[config.mk]
export PLATFORM = sky130hd
export DESIGN_NAME = first_press_buzzer_arbiter
export DESIGN_NICKNAME = d
export VERILOG_FILES = /design/src/hdl/fpba_pkg.sv /design/src/hdl/first_press_buzzer_arbiter.sv
export SDC_FILE = /design/constraint.sdc
export NUM_CORES = 2
export LEC_CHECK = 0
export BUFFER_PORTS_ARGS = -buffer_cell sky130_fd_sc_hd__buf_2
export CAP_MARGIN = 20
export CORE_MARGIN = 3
export CORE_UTILIZATION = 40
export CTS_CLUSTER_DIAMETER = 80
export DETAILED_ROUTE_END_ITERATION = 10
export PLACE_DENSITY_LB_ADDON = 0.3
export SYNTH_ARGS = -nofsm -noshare
export SYNTH_HDL_FRONTEND = slang
export SYNTH_SLANG_ARGS = --single-unit
[constraint.sdc]
create_clock -name i_clk -period 33.9 [get_ports i_clk]
set_input_delay 10.17 -clock i_clk [delete_from_list [all_inputs] [get_ports i_clk]]
set_output_delay 10.17 -clock i_clk [all_outputs]
set_load 0.02 [all_outputs]
[src/hdl/fpba_pkg.sv]
// Shared definitions for the first-press buzzer arbiter.
// Holds codes, register indexes and reset constants; depends on nothing.
package fpba_pkg;

    localparam int unsigned TEAMS_DEFAULT     = 10;
    localparam int unsigned RESPONSES_DEFAULT = 10;

    localparam int unsigned CFG_IDX_W  = 2;
    localparam int unsigned CFG_DATA_W = 32;

    localparam logic [31:0] SILENCE_LIMIT_DEFAULT = 32'd5000;
    localparam logic [31:0] COOLDOWN_DEFAULT      = 32'd1000;
    localparam logic [31:0] DEBOUNCE_DEFAULT      = 32'd100;

    localparam logic [1:0] ZONE_YELLOW = 2'd1;
    localparam logic [1:0] ZONE_GREEN  = 2'd2;

    typedef enum logic [CFG_IDX_W-1:0] {
        CFG_SILENCE_LIMIT  = 2'd0,
        CFG_RESET_COOLDOWN = 2'd1,
        CFG_RESET_DEBOUNCE = 2'd2
    } t_cfg_index;

    typedef enum logic [2:0] {
        MODE_PACKET = 3'd0,
        MODE_RESET  = 3'd1,
        MODE_SCAN   = 3'd2,
        MODE_POWER  = 3'd3,
        MODE_READ   = 3'd4
    } t_mode;

    typedef enum logic [3:0] {
        ST_WINNER    = 4'd0,
        ST_LOGGED    = 4'd1,
        ST_REPEAT    = 4'd2,
        ST_LISTEN    = 4'd3,
        ST_HEARTBEAT = 4'd4,
        ST_BAD_ID    = 4'd5,
        ST_DISABLED  = 4'd6,
        ST_RESET     = 4'd7,
        ST_DROPPED   = 4'd8,
        ST_SCAN      = 4'd9,
        ST_POWER     = 4'd10,
        ST_READ      = 4'd11
    } t_status;

endpackage

[src/hdl/first_press_buzzer_arbiter.sv]
// Top level of the first-press buzzer arbiter: round state, team presence,
// response order and the output register with its skid stage.
// Depends on fpba_pkg.

// One word per cycle while o_stall is low: every input word (team packet,
// reset press, timeout scan, power switch or order read) is resolved in the
// cycle it is accepted by a single pass of logic over the round and team
// registers, and its result word is registered. Back-to-back words are taken
// at full rate. The result side is an output register backed by a one-word
// skid stage, so o_stall is a registered flag that rises only when both hold
// a word; a stalled consumer costs at most one extra word of buffering before
// the input side stalls. Per-team timeout checks and the connected and red
// battery counts run in parallel over all TEAMS registers. Configuration
// writes take effect on the next clock edge and must be issued while the
// block is idle. Time differences wrap modulo 2^32.
module first_press_buzzer_arbiter
    import fpba_pkg::*;
#(
    parameter int unsigned TEAMS     = TEAMS_DEFAULT,
    parameter int unsigned RESPONSES = RESPONSES_DEFAULT
) (
    input  logic                  i_clk,
    input  logic                  i_rst_n,

    input  logic                  i_cfg_we,
    input  logic [CFG_IDX_W-1:0]  i_cfg_index,
    input  logic [CFG_DATA_W-1:0] i_cfg_data,

    input  logic                  i_valid,
    output logic                  o_stall,
    input  logic [2:0]            i_mode,
    input  logic [31:0]           i_now_ms,
    input  logic [31:0]           i_now_us,
    input  logic [3:0]            i_team_id,
    input  logic                  i_button_pressed,
    input  logic                  i_is_heartbeat,
    input  logic [1:0]            i_battery_zone,
    input  logic                  i_switch_on,
    input  logic [3:0]            i_entry_index,

    output logic                  o_valid,
    input  logic                  i_stall,
    output logic [3:0]            o_status,
    output logic                  o_quiz_active,
    output logic [3:0]            o_winner_team,
    output logic [31:0]           o_winner_time_us,
    output logic [3:0]            o_response_position,
    output logic [3:0]            o_response_count,
    output logic [TEAMS-1:0]      o_connected_mask,
    output logic [3:0]            o_connected_count,
    output logic [3:0]            o_red_battery_count,
    output logic [3:0]            o_entry_team,
    output logic [31:0]           o_entry_time_us
);

    localparam int unsigned TW = $clog2(TEAMS);
    localparam int unsigned RW = (RESPONSES > 1) ? $clog2(RESPONSES) : 1;

    typedef struct packed {
        t_status          status;
        logic             quiz_active;
        logic [3:0]       winner_team;
        logic [31:0]      winner_time_us;
        logic [3:0]       response_position;
        logic [3:0]       response_count;
        logic [TEAMS-1:0] connected_mask;
        logic [3:0]       connected_count;
        logic [3:0]       red_battery_count;
        logic [3:0]       entry_team;
        logic [31:0]      entry_time_us;
    } t_result;

    // Configuration registers
    logic [31:0] r_hb_timeout;
    logic [31:0] r_cooldown;
    logic [31:0] r_debounce;

    // Block and round state
    logic             r_on, n_on;
    logic             r_switch_seen, n_switch_seen;
    logic             r_ready, n_ready;
    logic [3:0]       r_winner_id, n_winner_id;
    logic [31:0]      r_winner_stamp, n_winner_stamp;
    logic [3:0]       r_logged, n_logged;
    logic [TEAMS-1:0] r_answered, n_answered;
    logic [TEAMS-1:0] r_online, n_online;
    logic [31:0]      r_last_edge, n_last_edge;
    logic [31:0]      r_last_reset, n_last_reset;

    // Per-team payload: only read while the team is online, so no reset
    logic [31:0] r_last_seen [TEAMS];
    logic [1:0]  r_zone      [TEAMS];

    // Response order: slots at or above r_logged read as empty
    logic [3:0]  r_order_team  [RESPONSES];
    logic [31:0] r_order_stamp [RESPONSES];

    // Output register and skid stage
    t_result r_out, r_skid, n_res;
    logic    r_out_valid, r_skid_valid;

    logic          w_accept;
    logic          w_take;
    logic          w_touch;
    logic          w_log;
    logic [3:0]    w_team_m1;
    logic [TW-1:0] w_tidx;

    assign w_accept  = i_valid && !r_skid_valid;
    assign w_take    = r_out_valid && !i_stall;
    assign w_team_m1 = i_team_id - 4'd1;
    assign w_tidx    = w_team_m1[TW-1:0];

    // Configuration writes; an index beyond the list is dropped
    always_ff @(posedge i_clk) begin
        if (!i_rst_n) begin
            r_hb_timeout <= SILENCE_LIMIT_DEFAULT;
            r_cooldown   <= COOLDOWN_DEFAULT;
            r_debounce   <= DEBOUNCE_DEFAULT;
        end else if (i_cfg_we) begin
            unique case (i_cfg_index)
                CFG_SILENCE_LIMIT:  r_hb_timeout <= i_cfg_data;
                CFG_RESET_COOLDOWN: r_cooldown   <= i_cfg_data;
                CFG_RESET_DEBOUNCE: r_debounce   <= i_cfg_data;
                default: ;
            endcase
        end
    end

    // Resolve one word against the current state
    always_comb begin
        logic        team_ok;
        logic [RW-1:0] ridx;
        logic [3:0]  conn;
        logic [3:0]  red;
        logic [1:0]  zone;

        n_on           = r_on;
        n_switch_seen  = r_switch_seen;
        n_ready        = r_ready;
        n_winner_id    = r_winner_id;
        n_winner_stamp = r_winner_stamp;
        n_logged       = r_logged;
        n_answered     = r_answered;
        n_online       = r_online;
        n_last_edge    = r_last_edge;
        n_last_reset   = r_last_reset;
        w_touch        = 1'b0;
        w_log          = 1'b0;
        n_res          = '0;
        n_res.status   = ST_READ;

        team_ok = (i_team_id != 4'd0) && ({28'd0, i_team_id} <= 32'(TEAMS));
        ridx    = i_entry_index[RW-1:0];

        unique case (i_mode)
            MODE_PACKET: begin
                if (!r_on) begin
                    n_res.status = ST_DISABLED;
                end else if (!team_ok) begin
                    n_res.status = ST_BAD_ID;
                end else begin
                    // Refresh presence for any packet from a known team
                    w_touch          = 1'b1;
                    n_online[w_tidx] = 1'b1;
                    if (i_is_heartbeat || !i_button_pressed) begin
                        n_res.status = ST_HEARTBEAT;
                    end else if (!r_ready) begin
                        n_res.status = ST_LISTEN;
                    end else if (r_answered[w_tidx]) begin
                        n_res.status = ST_REPEAT;
                    end else begin
                        n_answered[w_tidx] = 1'b1;
                        n_res.status       = ST_LOGGED;
                        if (r_winner_id == 4'd0) begin
                            n_winner_id    = i_team_id;
                            n_winner_stamp = i_now_us;
                            n_res.status   = ST_WINNER;
                        end
                        if ({28'd0, r_logged} < 32'(RESPONSES)) begin
                            w_log                   = 1'b1;
                            n_logged                = r_logged + 4'd1;
                            n_res.response_position = r_logged + 4'd1;
                        end
                    end
                end
            end
            MODE_RESET: begin
                if ((i_now_ms - r_last_edge) > r_debounce) begin
                    n_last_edge = i_now_ms;
                    if (!r_on) begin
                        n_res.status = ST_DISABLED;
                    end else if ((i_now_ms - r_last_reset) < r_cooldown) begin
                        n_res.status = ST_DROPPED;
                    end else begin
                        // Toggle phase and clear the round
                        n_last_reset   = i_now_ms;
                        n_ready        = !r_ready;
                        n_winner_id    = 4'd0;
                        n_winner_stamp = 32'd0;
                        n_logged       = 4'd0;
                        n_answered     = '0;
                        n_res.status   = ST_RESET;
                    end
                end else begin
                    n_res.status = ST_DROPPED;
                end
            end
            MODE_SCAN: begin
                if (!r_on) begin
                    n_res.status = ST_DISABLED;
                end else begin
                    for (int i = 0; i < TEAMS; i++) begin
                        if (r_online[i] && ((i_now_ms - r_last_seen[i]) > r_hb_timeout)) begin
                            n_online[i] = 1'b0;
                        end
                    end
                    n_res.status = ST_SCAN;
                end
            end
            MODE_POWER: begin
                if (i_switch_on != r_switch_seen) begin
                    n_switch_seen = i_switch_on;
                    n_on          = i_switch_on;
                    if (i_switch_on) begin
                        n_ready = 1'b0;
                    end
                end
                n_res.status = ST_POWER;
            end
            MODE_READ: begin
                if (i_entry_index < r_logged) begin
                    n_res.entry_team    = r_order_team[ridx];
                    n_res.entry_time_us = r_order_stamp[ridx];
                end
                n_res.status = ST_READ;
            end
            default: ;
        endcase

        // Presence summary after the word; the sender's zone is the new one
        conn = 4'd0;
        red  = 4'd0;
        for (int i = 0; i < TEAMS; i++) begin
            zone = (w_touch && (w_tidx == TW'(i))) ? i_battery_zone : r_zone[i];
            if (n_online[i]) begin
                conn = conn + 4'd1;
                if ((zone != ZONE_YELLOW) && (zone != ZONE_GREEN)) begin
                    red = red + 4'd1;
                end
            end
        end

        n_res.quiz_active       = n_ready;
        n_res.winner_team       = n_winner_id;
        n_res.winner_time_us    = n_winner_stamp;
        n_res.response_count    = n_logged;
        n_res.connected_mask    = n_online;
        n_res.connected_count   = conn;
        n_res.red_battery_count = red;
    end

    // Control state
    always_ff @(posedge i_clk) begin
        if (!i_rst_n) begin
            r_on           <= 1'b0;
            r_switch_seen  <= 1'b0;
            r_ready        <= 1'b0;
            r_winner_id    <= 4'd0;
            r_winner_stamp <= 32'd0;
            r_logged       <= 4'd0;
            r_answered     <= '0;
            r_online       <= '0;
            r_last_edge    <= 32'd0;
            r_last_reset   <= 32'd0;
        end else if (w_accept) begin
            r_on           <= n_on;
            r_switch_seen  <= n_switch_seen;
            r_ready        <= n_ready;
            r_winner_id    <= n_winner_id;
            r_winner_stamp <= n_winner_stamp;
            r_logged       <= n_logged;
            r_answered     <= n_answered;
            r_online       <= n_online;
            r_last_edge    <= n_last_edge;
            r_last_reset   <= n_last_reset;
        end
    end

    // Per-team and order payload stores
    always_ff @(posedge i_clk) begin
        if (w_accept && w_touch) begin
            r_last_seen[w_tidx] <= i_now_ms;
            r_zone[w_tidx]      <= i_battery_zone;
        end
        if (w_accept && w_log) begin
            r_order_team[r_logged[RW-1:0]]  <= i_team_id;
            r_order_stamp[r_logged[RW-1:0]] <= i_now_us;
        end
    end

    // Output register and skid: park a new word if blocked, else drain on take.
    // An accept implies an empty skid, so the two arms never overlap.
    always_ff @(posedge i_clk) begin
        if (!i_rst_n) begin
            r_out_valid  <= 1'b0;
            r_skid_valid <= 1'b0;
        end else if (w_accept) begin
            if (!r_out_valid || w_take) begin
                r_out_valid <= 1'b1;
            end else begin
                r_skid_valid <= 1'b1;
            end
        end else if (w_take) begin
            if (r_skid_valid) begin
                r_skid_valid <= 1'b0;
            end else begin
                r_out_valid <= 1'b0;
            end
        end
    end

    always_ff @(posedge i_clk) begin
        if (w_take && r_skid_valid) begin
            r_out <= r_skid;
        end
        if (w_accept) begin
            if (!r_out_valid || w_take) begin
                r_out <= n_res;
            end else begin
                r_skid <= n_res;
            end
        end
    end

    assign o_stall             = r_skid_valid;
    assign o_valid             = r_out_valid;
    assign o_status            = r_out.status;
    assign o_quiz_active       = r_out.quiz_active;
    assign o_winner_team       = r_out.winner_team;
    assign o_winner_time_us    = r_out.winner_time_us;
    assign o_response_position = r_out.response_position;
    assign o_response_count    = r_out.response_count;
    assign o_connected_mask    = r_out.connected_mask;
    assign o_connected_count   = r_out.connected_count;
    assign o_red_battery_count = r_out.red_battery_count;
    assign o_entry_team        = r_out.entry_team;
    assign o_entry_time_us     = r_out.entry_time_us;

`ifndef SYNTHESIS
    a_skid_behind_out: assert property (@(posedge i_clk) disable iff (!i_rst_n)
        r_skid_valid |-> r_out_valid)
        else $error("skid word held without an output word");

    a_accept_shows: assert property (@(posedge i_clk) disable iff (!i_rst_n)
        w_accept |=> o_valid)
        else $error("accepted word produced no result");

    a_count_bound: assert property (@(posedge i_clk) disable iff (!i_rst_n)
        {28'd0, r_logged} <= 32'(RESPONSES))
        else $error("response count beyond order depth");

    a_no_winner_no_log: assert property (@(posedge i_clk) disable iff (!i_rst_n)
        (r_winner_id == 4'd0) |-> ((r_logged == 4'd0) && (r_answered == '0)))
        else $error("presses logged without a winner");

    a_logged_answered: assert property (@(posedge i_clk) disable iff (!i_rst_n)
        32'($countones(r_answered)) >= {28'd0, r_logged})
        else $error("more logged presses than answered teams");
`endif

endmodule

==> results_dict.tcl <==
set metrics [dict create \
    status "complete, no violations" \
    fin_cells 9137 \
    crit_start "i_now_ms[0]" \
    slowest_stage "o41ai_1" \
    track_usage 0.2007 \
    synth-async-reset-ratio 0 \
    syn_inst 6504 \
    worstSetupPathType "primary input to register" \
    firstDrtPassIters 5 \
    grt_pass1_vias 49860 \
    rsz0062_at_grt "false" \
    setup_viol 0 \
    ys_types 103 \
    initial_core_util 0.4031 \
    crit_required_ns 34.53 \
    p_leak_nw 31.21 \
    cp.arrival_ns 22.15 \
    stdcell_area_mm2 0.07707 \
    cpMostUsedCell "ha_1" \
    multiInputGateArea_mm2 0.03492 \
    start_kind "primary input" \
    grt_pass1_wl_um 275500 \
    io_buffers 223 \
    cts_tree "done" \
    numCtsBuffers 131 \
    seq_area_frac_synth 0.4483 \
    slew_headroom 0.2794 \
    cp_slowest_stage_delay_ns 0.50 \
    r2r_start "r_last_seen[0][1]" \
    synth_ff_type "edfxtp_1" \
    ir_worst_vdd_uv 43.63 \
    htree_levels 4 \
    area_growth_pct 12.69 \
    min_period_ns 21.52 \
    wl_per_cell_um 19.58 \
    die_h_um 419.5 \
    clkSlewWorstSetupHoldPaths_ns 0.06 \
    synth-edff-count 803 \
    cp-end-kind "register" \
    die-area_mm2 0.1760 \
    placed_cell_area_mm2 0.07258 \
    reg2reg_depth 53 \
    grt_overflow 0 \
    worstSkewPairLatency_ns 0.79 \
    dieWidth_um 419.5 \
    via_per_inst 5.451 \
    antenna_found_initial 10 \
    syn_area_mm2 0.06839 \
    grt_start_max_net_pins 108 \
    hp-class "register to register" \
    drv_cap 0 \
    p_per_area_mw_per_mm2 44.34 \
    clockBufferDepth 3 \
    drive_gt1_frac 0.1037 \
    cts_hold_repair.buffers 0 \
    cts.sinks 1130 \
    ys_warn_count 0 \
    route.detailed.drc 0 \
    final_max_slew_viol_count 0 \
    rr_endpoint "o_red_battery_count[1]" \
    drt_iter0_markers 3146 \
    period_share 0.6349 \
    hpwlAfterDp_um 126700 \
    cts_root_buf "clkbuf_16" \
    fmax_mhz 46.46 \
    setup_tns_ns 0 \
    rrSetupSlack_ns 22.00 \
    ys_ff_latch 1130 \
    postSynthAreaPerCell_um2 10.52 \
    placement_rows 151 \
    finalHoldViolCount 0 \
    cp_max_fo 13 \
    core_mm2 0.1697 \
    place_inst 8888 \
    synth_nets 7419 \
    gp_congestion 0.8684 \
    vias 49800 \
    nFillCells 15670 \
    cts_setup_buffers 0 \
    cts_resized 0 \
    design.portCount 224 \
    ant_nets 0 \
    worst_slew_pin_slew_ns 1.070 \
    cp-endpoint "o_red_battery_count[1]" \
    regArea_mm2 0.03066 \
    wl_um 178900 \
    fin_nets 7719 \
    fin_skew_ns 0.05837 \
]
==> layout by cell type (no fill, tap or decap), types with 12 or more instances in the layout <==
| master | count |
|---|---|
| dfxtp_1 | 327 |
| nand3_1 | 119 |
| clkinv_1 | 16 |
| xor2_1 | 80 |
| o211ai_1 | 33 |
| o21a_1 | 73 |
| or3_1 | 31 |
| buf_4 | 110 |
| clkbuf_1 | 31 |
| buf_2 | 220 |
| nor4_1 | 15 |
| mux2i_1 | 172 |
| a211oi_1 | 101 |
| o21ai_0 | 325 |
| nor2b_1 | 184 |
| nand2b_1 | 51 |
| a21o_1 | 149 |
| o41ai_1 | 18 |
| nand4_1 | 76 |
| mux4_2 | 72 |
| and2_1 | 23 |
| a31oi_1 | 43 |
| clkbuf_16 | 134 |
| a21oi_1 | 364 |
| clkinv_2 | 20 |
| and3_1 | 53 |
| xnor2_1 | 305 |
| fa_1 | 12 |
| nor2_1 | 310 |
| nor3_1 | 94 |
| o21bai_1 | 45 |
| ha_1 | 784 |
| a21boi_0 | 146 |
| o31ai_1 | 30 |
| inv_1 | 605 |
| a22oi_1 | 37 |
| nand2_1 | 592 |
| or2_2 | 26 |
| edfxtp_1 | 803 |
==> sequential cells by signal, indices dropped and copies added (netlist names), 40 cells and up <==
signal,count
r_order_team,40
r_order_stamp,320
r_skid,103
r_last_seen,320
==> synth_stat cells, types with 12 or more instances <==
library cell,n,share of area
nand2b_1,53,0.0048
edfxtp_1,803,0.35
a21boi_0,146,0.016
nand2_1,592,0.032
ha_1,784,0.14
or2_2,26,0.0024
a21oi_1,366,0.027
a211oi_1,101,0.011
buf_1,16,0.00088
and3_1,55,0.0050
inv_1,605,0.033
nand4_1,76,0.0070
nor2b_1,185,0.017
o21ai_0,326,0.024
fa_1,12,0.0035
xnor2_1,305,0.039
o31ai_1,30,0.0033
o21a_1,73,0.0080
and2_1,33,0.0030
nand3_1,119,0.0087
a31oi_1,43,0.0039
mux2i_1,172,0.025
xor2_1,80,0.010
o211ai_1,33,0.0036
nor3_1,95,0.0070
nor2_1,322,0.018
a21o_1,149,0.016
o21bai_1,45,0.0049
nor4_1,15,0.0014
clkbuf_1,142,0.0078
dfxtp_1,327,0.096
mux4_2,72,0.024
or3_1,31,0.0028
a22oi_1,37,0.0041
o41ai_1,18,0.0023
==> through the flow <==
stage,setup slack (ns),util,power [mW],hold slack (ns)
after global placement,12.02,0.4278,1.987,0.4436
after global routing,11.49,0.4542,3.566,0.4855
after CTS,12.48,0.4541,3.451,0.4660
after detailed placement,11.64,0.4278,2.000,0.4507
after floorplan,13.65,-,1.850,0.4284
final,12.38,0.4543,3.417,0.4615
==> how the worst min path moves through the flow <==
stage	from	depth (start not counted)	end
floorplan	r_answered[2]	2	r_answered[2]
global placement	r_answered[5]	2	r_answered[5]
detailed placement	r_answered[3]	2	r_answered[3]
CTS	r_cooldown[10]	2	r_cooldown[10]
global route	r_last_reset[27]	2	r_last_reset[27]
finish	r_hb_timeout[1]	2	r_hb_timeout[1]
==> kinds of logic (layout without fill, tap and decap cells) <==
| kind of cell | Yosys count | after routing | synth area share |
|---|---|---|---|
| flip-flops | 1130 | 1130 | 0.4483 |
| AO/OA/AOI/OAI | 1489 | 1489 | 0.1411 |
| adder cells (fa/ha/maj) | 796 | 796 | 0.1469 |
| AND/OR/NAND/NOR | 1664 | 1664 | 0.1170 |
| multiplexers | 258 | 258 | 0.05179 |
| buffers and inverters | 773 | 1181 | 0.04297 |
| XOR/XNOR | 394 | 394 | 0.05190 |
| other | 0 | 7 | 0 |
==> worst max-delay path, delay by kind of cell <==
kind / cells / cell delay, ns
compound gates: 23 / 5.25
mux: 3 / 0.73
fa+ha+maj: 10 / 2.92
xor+xnor: 3 / 0.48
buf+inv: 5 / 0.89
simple gates: 11 / 1.71
==> power breakdown <==
part / internal [mW] / switching, mW / total, mW
Sequential: 1.49 / 0.00660 / 1.50
Clock: 0.828 / 0.616 / 1.44
Combinational: 0.192 / 0.286 / 0.478
Total: 2.51 / 0.909 / 3.42
==> cell type report <==
cell class,instances,area share
Clock inverter,69,0.01162
Antenna cell,7,0.0002273
Timing Repair Buffer,333,0.02544
Clock buffer,172,0.04627
Inverter,607,0.02956
Multi-Input combinational cell,4601,0.4531
Tap cell,2218,0.03601
Sequential cell,1130,0.3978
==> per-layer routing <==
layer / wire length (um) / GRT usage / vias to the layer above
met5: 11 / 0 / -
met4: 5951 / 0.07081 / 2
met3: 10710 / 0.03194 / 311
met2: 84840 / 0.3414 / 1202
met1: 77420 / 0.2584 / 24120
li1: - / - / 24170
No activity file was read; power rests on OpenSTA's default activity.
